--- src/sv/b64d_pkg.sv ---
// b64d_pkg: shared types, codes and the alphabet lookup for the base64url decoder.
// No dependencies; every decoder module refers to it by scoped names.
`timescale 1ns / 1ps
`default_nettype none

package b64d_pkg;

    localparam int CHAR_W   = 8;
    localparam int DIGIT_W  = 6;
    localparam int ACC_W    = 12;
    localparam int HELD_W   = 4;
    localparam int BYTE_W   = 8;
    localparam int STATUS_W = 3;

    localparam logic [CHAR_W-1:0] CHAR_PAD = 8'h3D;  // '='

    // Final status codes
    typedef enum logic [STATUS_W-1:0] {
        STATUS_OK        = 3'd0,
        STATUS_BAD_LEN   = 3'd1,
        STATUS_PAD_INNER = 3'd2,
        STATUS_BAD_CHAR  = 3'd3,
        STATUS_PAD_BITS  = 3'd4
    } status_t;

    // Sticky per-string character error
    typedef enum logic [1:0] {
        ERR_NONE      = 2'd0,
        ERR_PAD_INNER = 2'd1,
        ERR_BAD_CHAR  = 2'd2
    } char_err_t;

    // One input request
    typedef struct packed {
        logic [CHAR_W-1:0] char_code;
        logic              is_last;
    } item_t;

    // One result request
    typedef struct packed {
        logic                byte_valid;
        logic [BYTE_W-1:0]   data_byte;
        logic                done_res;
        logic [STATUS_W-1:0] status;
    } result_t;

    // Alphabet lookup: {miss, digit}; miss set for anything outside A-Z a-z 0-9 - _
    function automatic logic [DIGIT_W:0] digit_of(input logic [CHAR_W-1:0] c);
        logic [DIGIT_W:0] r;
        r = {1'b1, {DIGIT_W{1'b0}}};
        if (c >= 8'h41 && c <= 8'h5A) begin
            r = {1'b0, DIGIT_W'(c - 8'h41)};
        end else if (c >= 8'h61 && c <= 8'h7A) begin
            r = {1'b0, DIGIT_W'(c - 8'h61 + 8'd26)};
        end else if (c >= 8'h30 && c <= 8'h39) begin
            r = {1'b0, DIGIT_W'(c - 8'h30 + 8'd52)};
        end else if (c == 8'h2D) begin
            r = {1'b0, DIGIT_W'(62)};
        end else if (c == 8'h5F) begin
            r = {1'b0, DIGIT_W'(63)};
        end
        return r;
    endfunction

endpackage

`default_nettype wire

--- src/sv/b64d_in_stage.sv ---
// b64d_in_stage: input register of the decoder pipeline.
// Depends on b64d_pkg (item_t).
`timescale 1ns / 1ps
`default_nettype none

module b64d_in_stage (
    input  wire logic          aclk,
    input  wire logic          aresetn,
    input  wire logic          s_valid,
    output logic               s_ready,
    input  wire b64d_pkg::item_t s_item,
    input  wire logic          advance,
    output logic               item_valid,
    output b64d_pkg::item_t    item
);

    logic            valid_reg, valid_next;
    b64d_pkg::item_t item_reg;

    // Free slot, or the held request moves on this cycle
    assign s_ready    = !valid_reg || advance;
    assign valid_next = s_ready ? s_valid : valid_reg;

    always_ff @(posedge aclk) begin
        if (!aresetn) begin
            valid_reg <= 1'b0;
        end else begin
            valid_reg <= valid_next;
        end
    end

    always_ff @(posedge aclk) begin
        if (s_ready && s_valid) begin
            item_reg <= s_item;
        end
    end

    assign item_valid = valid_reg;
    assign item       = item_reg;

endmodule

`default_nettype wire

--- src/sv/b64d_step.sv ---
// b64d_step: decode state and the per-character next-state / result logic.
// Depends on b64d_pkg (item_t, result_t, codes, digit_of).
`timescale 1ns / 1ps
`default_nettype none

module b64d_step (
    input  wire logic            aclk,
    input  wire logic            aresetn,
    input  wire logic            step_en,
    input  wire b64d_pkg::item_t item,
    output b64d_pkg::result_t    result
);

    logic [b64d_pkg::ACC_W-1:0]  acc_reg, acc_next;
    logic [b64d_pkg::HELD_W-1:0] held_reg, held_next;
    logic [1:0]                  len_reg, len_next;
    logic [1:0]                  pads_reg, pads_next;
    logic                        pad_seen_reg, pad_seen_next;
    b64d_pkg::char_err_t         err_reg, err_next;

    logic [b64d_pkg::DIGIT_W:0]  dig;
    logic                        is_pad;
    logic [b64d_pkg::ACC_W-1:0]  acc_upd;
    logic [b64d_pkg::HELD_W-1:0] held_sum;
    logic [b64d_pkg::HELD_W-1:0] held_upd;
    logic [b64d_pkg::ACC_W-1:0]  pad_mask;
    logic                        byte_out;
    logic [b64d_pkg::BYTE_W-1:0] byte_val;
    b64d_pkg::status_t           status_val;

    always_comb begin
        is_pad   = (item.char_code == b64d_pkg::CHAR_PAD);
        dig      = b64d_pkg::digit_of(item.char_code);
        acc_upd  = {acc_reg[b64d_pkg::ACC_W-b64d_pkg::DIGIT_W-1:0],
                    dig[b64d_pkg::DIGIT_W-1:0]};
        held_sum = held_reg + b64d_pkg::HELD_W'(b64d_pkg::DIGIT_W);
        held_upd = held_sum;
        byte_out = 1'b0;
        byte_val = '0;

        acc_next      = acc_reg;
        held_next     = held_reg;
        len_next      = len_reg;
        pads_next     = pads_reg;
        pad_seen_next = pad_seen_reg;
        err_next      = err_reg;

        if (is_pad) begin
            pads_next     = pads_reg + 2'd1;
            pad_seen_next = 1'b1;
        end else begin
            // interior '=' run counts toward length
            len_next      = len_reg + pads_reg + 2'd1;
            pads_next     = 2'd0;
            pad_seen_next = 1'b0;
            if (pad_seen_reg && err_next == b64d_pkg::ERR_NONE) begin
                err_next = b64d_pkg::ERR_PAD_INNER;
            end
            if (dig[b64d_pkg::DIGIT_W] && err_next == b64d_pkg::ERR_NONE) begin
                err_next = b64d_pkg::ERR_BAD_CHAR;
            end
            if (err_next == b64d_pkg::ERR_NONE) begin
                acc_next = acc_upd;
                if (held_sum >= b64d_pkg::HELD_W'(b64d_pkg::BYTE_W)) begin
                    held_upd = held_sum - b64d_pkg::HELD_W'(b64d_pkg::BYTE_W);
                    byte_out = 1'b1;
                    byte_val = b64d_pkg::BYTE_W'(acc_upd >> held_upd);
                end
                held_next = held_upd;
            end
        end

        pad_mask   = (b64d_pkg::ACC_W'(1) << held_next) - b64d_pkg::ACC_W'(1);
        status_val = b64d_pkg::STATUS_OK;
        if (item.is_last) begin
            if (len_next == 2'd1) begin
                status_val = b64d_pkg::STATUS_BAD_LEN;
            end else if (err_next == b64d_pkg::ERR_PAD_INNER) begin
                status_val = b64d_pkg::STATUS_PAD_INNER;
            end else if (err_next == b64d_pkg::ERR_BAD_CHAR) begin
                status_val = b64d_pkg::STATUS_BAD_CHAR;
            end else if (held_next != '0 && (acc_next & pad_mask) != '0) begin
                status_val = b64d_pkg::STATUS_PAD_BITS;
            end
        end

        result.byte_valid = byte_out;
        result.data_byte  = byte_val;
        result.done_res   = item.is_last;
        result.status     = status_val;
    end

    always_ff @(posedge aclk) begin
        if (!aresetn) begin
            acc_reg      <= '0;
            held_reg     <= '0;
            len_reg      <= '0;
            pads_reg     <= '0;
            pad_seen_reg <= 1'b0;
            err_reg      <= b64d_pkg::ERR_NONE;
        end else if (step_en) begin
            if (item.is_last) begin
                acc_reg      <= '0;
                held_reg     <= '0;
                len_reg      <= '0;
                pads_reg     <= '0;
                pad_seen_reg <= 1'b0;
                err_reg      <= b64d_pkg::ERR_NONE;
            end else begin
                acc_reg      <= acc_next;
                held_reg     <= held_next;
                len_reg      <= len_next;
                pads_reg     <= pads_next;
                pad_seen_reg <= pad_seen_next;
                err_reg      <= err_next;
            end
        end
    end

    // Held bit count is always 0, 2, 4 or 6
    a_held_range: assert property (@(posedge aclk) disable iff (!aresetn)
        held_reg <= b64d_pkg::HELD_W'(6) && !held_reg[0])
        else $error("held bit count out of range");

    // Last character clears the string state
    a_clear_on_last: assert property (@(posedge aclk) disable iff (!aresetn)
        step_en && item.is_last |=> len_reg == 2'd0 && held_reg == '0 &&
        err_reg == b64d_pkg::ERR_NONE && !pad_seen_reg)
        else $error("state not cleared after last character");

    // Once an error is stuck, the accumulator is frozen
    a_acc_frozen: assert property (@(posedge aclk) disable iff (!aresetn)
        step_en && !item.is_last && err_reg != b64d_pkg::ERR_NONE |=>
        acc_reg == $past(acc_reg))
        else $error("accumulator moved after character error");

endmodule

`default_nettype wire

--- src/sv/b64d_out_stage.sv ---
// b64d_out_stage: result register of the decoder pipeline.
// Depends on b64d_pkg (result_t).
`timescale 1ns / 1ps
`default_nettype none

module b64d_out_stage (
    input  wire logic              aclk,
    input  wire logic              aresetn,
    input  wire logic              load,
    input  wire b64d_pkg::result_t result,
    output logic                   advance,
    output logic                   m_valid,
    input  wire logic              m_ready,
    output b64d_pkg::result_t      m_result
);

    logic              valid_reg, valid_next;
    b64d_pkg::result_t result_reg;

    // Register is free, or its request leaves this cycle
    assign advance    = !valid_reg || m_ready;
    assign valid_next = advance ? load : valid_reg;

    always_ff @(posedge aclk) begin
        if (!aresetn) begin
            valid_reg <= 1'b0;
        end else begin
            valid_reg <= valid_next;
        end
    end

    always_ff @(posedge aclk) begin
        if (advance && load) begin
            result_reg <= result;
        end
    end

    assign m_valid  = valid_reg;
    assign m_result = result_reg;

endmodule

`default_nettype wire

--- src/sv/base64url_strict_decoder.sv ---
// base64url_strict_decoder: streaming base64url decoder, one character per request.
// Each request passes the input register, then the result register, to its result on m_*.
// Throughput: 1 character per cycle while m_ready is high; set by the single decode step between
// the input register and the result register.
// Reset (aresetn low, synchronous): both stages empty, decode state cleared.
`timescale 1ns / 1ps
`default_nettype none

module base64url_strict_decoder (
    input  wire logic                          aclk,
    input  wire logic                          aresetn,
    // input requests: one character each
    input  wire logic                          s_valid,
    output logic                               s_ready,
    input  wire logic [b64d_pkg::CHAR_W-1:0]   s_char_code,
    input  wire logic                          s_is_last,
    // result requests: one per character
    output logic                               m_valid,
    input  wire logic                          m_ready,
    output logic                               m_byte_valid,
    output logic [b64d_pkg::BYTE_W-1:0]        m_data_byte,
    output logic                               m_done_res,
    output logic [b64d_pkg::STATUS_W-1:0]      m_status
);

    b64d_pkg::item_t   s_item;
    b64d_pkg::item_t   item;
    logic              item_valid;
    logic              advance;
    logic              step_en;
    b64d_pkg::result_t result;
    b64d_pkg::result_t m_result;

    assign s_item.char_code = s_char_code;
    assign s_item.is_last   = s_is_last;

    // Input register: takes a new character whenever the held one moves on
    b64d_in_stage u_in (
        .aclk       (aclk),
        .aresetn    (aresetn),
        .s_valid    (s_valid),
        .s_ready    (s_ready),
        .s_item     (s_item),
        .advance    (advance),
        .item_valid (item_valid),
        .item       (item)
    );

    // Decode state advances exactly when its result enters the output register
    assign step_en = item_valid && advance;

    b64d_step u_step (
        .aclk    (aclk),
        .aresetn (aresetn),
        .step_en (step_en),
        .item    (item),
        .result  (result)
    );

    // Output register separates downstream stalls from the decode step
    b64d_out_stage u_out (
        .aclk     (aclk),
        .aresetn  (aresetn),
        .load     (item_valid),
        .result   (result),
        .advance  (advance),
        .m_valid  (m_valid),
        .m_ready  (m_ready),
        .m_result (m_result)
    );

    assign m_byte_valid = m_result.byte_valid;
    assign m_data_byte  = m_result.data_byte;
    assign m_done_res   = m_result.done_res;
    assign m_status     = m_result.status;

    // Status is only reported on the last character's result
    a_status_only_done: assert property (@(posedge aclk) disable iff (!aresetn)
        m_valid && !m_done_res |-> m_status == b64d_pkg::STATUS_OK)
        else $error("status without done");

    // Idle byte slot reads zero
    a_byte_zero: assert property (@(posedge aclk) disable iff (!aresetn)
        m_valid && !m_byte_valid |-> m_data_byte == '0)
        else $error("data byte without byte_valid");

    // A held input request moves to the output register when it is free
    a_no_bubble: assert property (@(posedge aclk) disable iff (!aresetn)
        item_valid && !m_valid |=> m_valid)
        else $error("decoded request lost");

endmodule

`default_nettype wire
--- config.mk ---
export PLATFORM = sky130hd
export DESIGN_NAME = base64url_strict_decoder
export DESIGN_NICKNAME = d
export VERILOG_FILES = /design/src/sv/b64d_pkg.sv /design/src/sv/b64d_in_stage.sv /design/src/sv/b64d_step.sv /design/src/sv/b64d_out_stage.sv /design/src/sv/base64url_strict_decoder.sv
export SDC_FILE = /design/constraint.sdc
export NUM_CORES = 1
export LEC_CHECK = 0
export BUFFER_PORTS_ARGS = -buffer_cell sky130_fd_sc_hd__clkbuf_2
export CORE_MARGIN = 3
export CORE_UTILIZATION = 40
export CTS_CLUSTER_DIAMETER = 120
export CTS_CLUSTER_SIZE = 25
export DETAILED_ROUTE_END_ITERATION = 8
export PLACE_DENSITY = 0.69
export SYNTH_ARGS = -nofsm -noshare
export SYNTH_HDL_FRONTEND = slang
export SYNTH_SLANG_ARGS = --single-unit
export TNS_END_PERCENT = 10
--- constraint.sdc ---
create_clock -name aclk -period 11.8 [get_ports aclk]
set_input_delay 0 -clock aclk [delete_from_list [all_inputs] [get_ports aclk]]
set_output_delay 0 -clock aclk [all_outputs]
set_load 0.01 [all_outputs]
==> reports/metrics.cfg <==
[clock_network]
cts.sinks=46
cts.path.max_buffers=2
cts-resized-gates=0
cts_buffers=5
clk_latency_ns=0.30
hold_buffers=10
clkSlewWorstSetupHoldPaths_ns=0.09
cts.htree.levels=2
cts_tree=built
ctsRootBufferMaster=clkbuf_8
postCtsSetupRepairBufs=0

[grt]
grt_overflow=0
grt_pass1_wl_um=10300
grt_antenna_before_repair=0
grt_start_max_net_pins=24
grt.total_usage_pct=15.1
first_global_vias=2153

[sta]
max_freq_ghz=0.233
fin_setup_tns_ns=0
slew-limit-headroom_pct=38.9
finalCritPeriodShare_pct=36.3
drv_slew=0
timing.final.ws_setup_ns=7.52
clock_skew_ns=0.00660
worst_slew_pin_slew_ns=0.894
finalSetupViolCount=0
hold_viol=0
period_needed_ns=4.28
hold_ws_ns=0.0259
grt_setup_unrepaired=false

[worst_setup_path]
path_delay_family=compound AO/OA/AOI/OAI gates
path_max_fanout=13
cp.required_ns=11.85
cp.buffers_inverters=1
crit_type=flop to flop
cp-start-kind=flop
cp_slowest_stage_delay_ns=0.78
critPathCaptureType=flop
worstPathArrival_ns=4.33
crit_chain=inv_1 > ha_1 > nand3b_1 > nor4_1 > a2111oi_0 > a31oi_4 > mux2i_1 > ha_1 > xnor2_1 > mux2_2 > a32o_1 > o41ai_1 > a31oi_1
worst_path_max_delay_cell=a2111oi_0
crit_path_frequent_cell=ha_1

[logic_synthesis]
netlist_top_cells_area=edfxtp_1, dfxtp_1, nor2b_1
synth.cell_area_sq_um=2950
ys_types=60
syn-num-nets=335
synth_edf_count=22
synth_seq_cells=46
synth_top_area_cell=edfxtp_1
synthArstFlopShare_pct=0
ys_seq_area_share_pct=38.7
yosysWarnings=0
syn_area_per_cell_sq_um=9.57
synthCells=308
yosysTopAreaCellShare_pct=22.4
synth_flop_cell=dfxtp_1

[die]
ioPinCount=28
die-area_sq_um=8440
die_w_um=91.9
die_y_um=91.9
core-area_sq_um=6980
rows=30
start_util_pct=42.2

[detailed_routing]
dr.first_iter.drc_count=188
wl_per_cell_um=14.1
met1Wirelength_um=2790
remaining_drc_errors=0
ant_nets=0
firstDrtPassIters=4
met2_length_um=2820
dr_wl_met3_um=393
viasPerCell=5.45
highest_layer=met4
routed_wl_um=6150
vias=2371

[layout]
utilization_pct=48.0
final_common_cell=nor2b_1
fin_cells=435
syn_to_final_growth_pct=13.7
multiInputGateArea_sq_um=1670
drive_gt1_share_pct=15.3
n_antenna_cell=0
design_area_sq_um=3350
num-fill-cells=650
fin_nets=365
largest_reg_flops=13
final-seq-area_sq_um=1140
layout_common_cells=nor2b_1, clkbuf_2, dfxtp_1

[placement]
gp_congestion=0.898
pre_cts_slack_ns=7.53
place_area_sq_um=3150
dp.cells=417
port_buffers=27
hpwl_um=4460

[status]
outcome=finished clean

[worst_hold_path]
hold_class=primary input to flop

[flow_run]
max_cap_violations=0

[power]
power_mw=0.333
ir_drop_mv=0.0500
power_density_nw_per_um2=99.4
leakage_nw=1.22

[where the power goes]
group | switching [mW] | internal (mW)
clock | 0.0539 | 0.0549
sequential | 0.00494 | 0.172
combinational | 0.0268 | 0.0208
total | 0.0857 | 0.247
[layout make-up]
class                      instances  area share (%)
timing repair buffer              39            7.47
tap                               96            3.58
clock inverter                     1           0.187
inverter                          19            2.13
sequential                        46            34.0
clock buffer                       7            2.91
multi-input combinational        227            49.7
[per-layer routing]
metal,track usage [%],up-vias
met5,0,-
met1,19.7,1097
met4,6.19,0
met3,3.04,9
met2,24.5,72
li1,-,1193
[tightest hold or removal path: cells and delay by family]
family | cells | cell delay [ns]
buf+inv | 1 | 0.07
simple gates | 1 | 0.06
compound gates | 1 | 0.16
[cell usage after synthesis (8+ instances only)]
master,instances
ha_1,14
clkbuf_1,8
inv_1,18
nor2_1,18
mux2i_1,10
dfxtp_1,24
nand2_1,11
a22oi_1,16
a21oi_1,12
nor2b_1,29
edfxtp_1,22
o21ai_0,13
[cells by family (layout without fill, tap and decap cells)]
| logic type | after synthesis | after routing | share of synthesized area (%) |
|---|---|---|---|
| mux | 18 | 18 | 7.98 |
| flops | 46 | 46 | 38.7 |
| xor+xnor | 9 | 9 | 2.67 |
| simple gates | 108 | 108 | 21.4 |
| buf+inv | 35 | 66 | 4.84 |
| other cells | 1 | 1 | 0.127 |
| compound gates | 77 | 77 | 18.4 |
| fa+ha+maj | 14 | 14 | 5.94 |
[path summary, 6_finish.rpt]
check	cells past startpoint	end	from	slack, ns
setup / recovery	13	u_out.m_result[2]	u_in.item[2]	7.52
hold / removal	3	u_out.m_valid	m_ready	0.03
setup reg to reg	13	u_out.m_result[2]	u_in.item[2]	7.52
hold reg to reg	1	u_out.m_valid	u_in.item_valid	0.53
(Power assumes the default switching activity.)
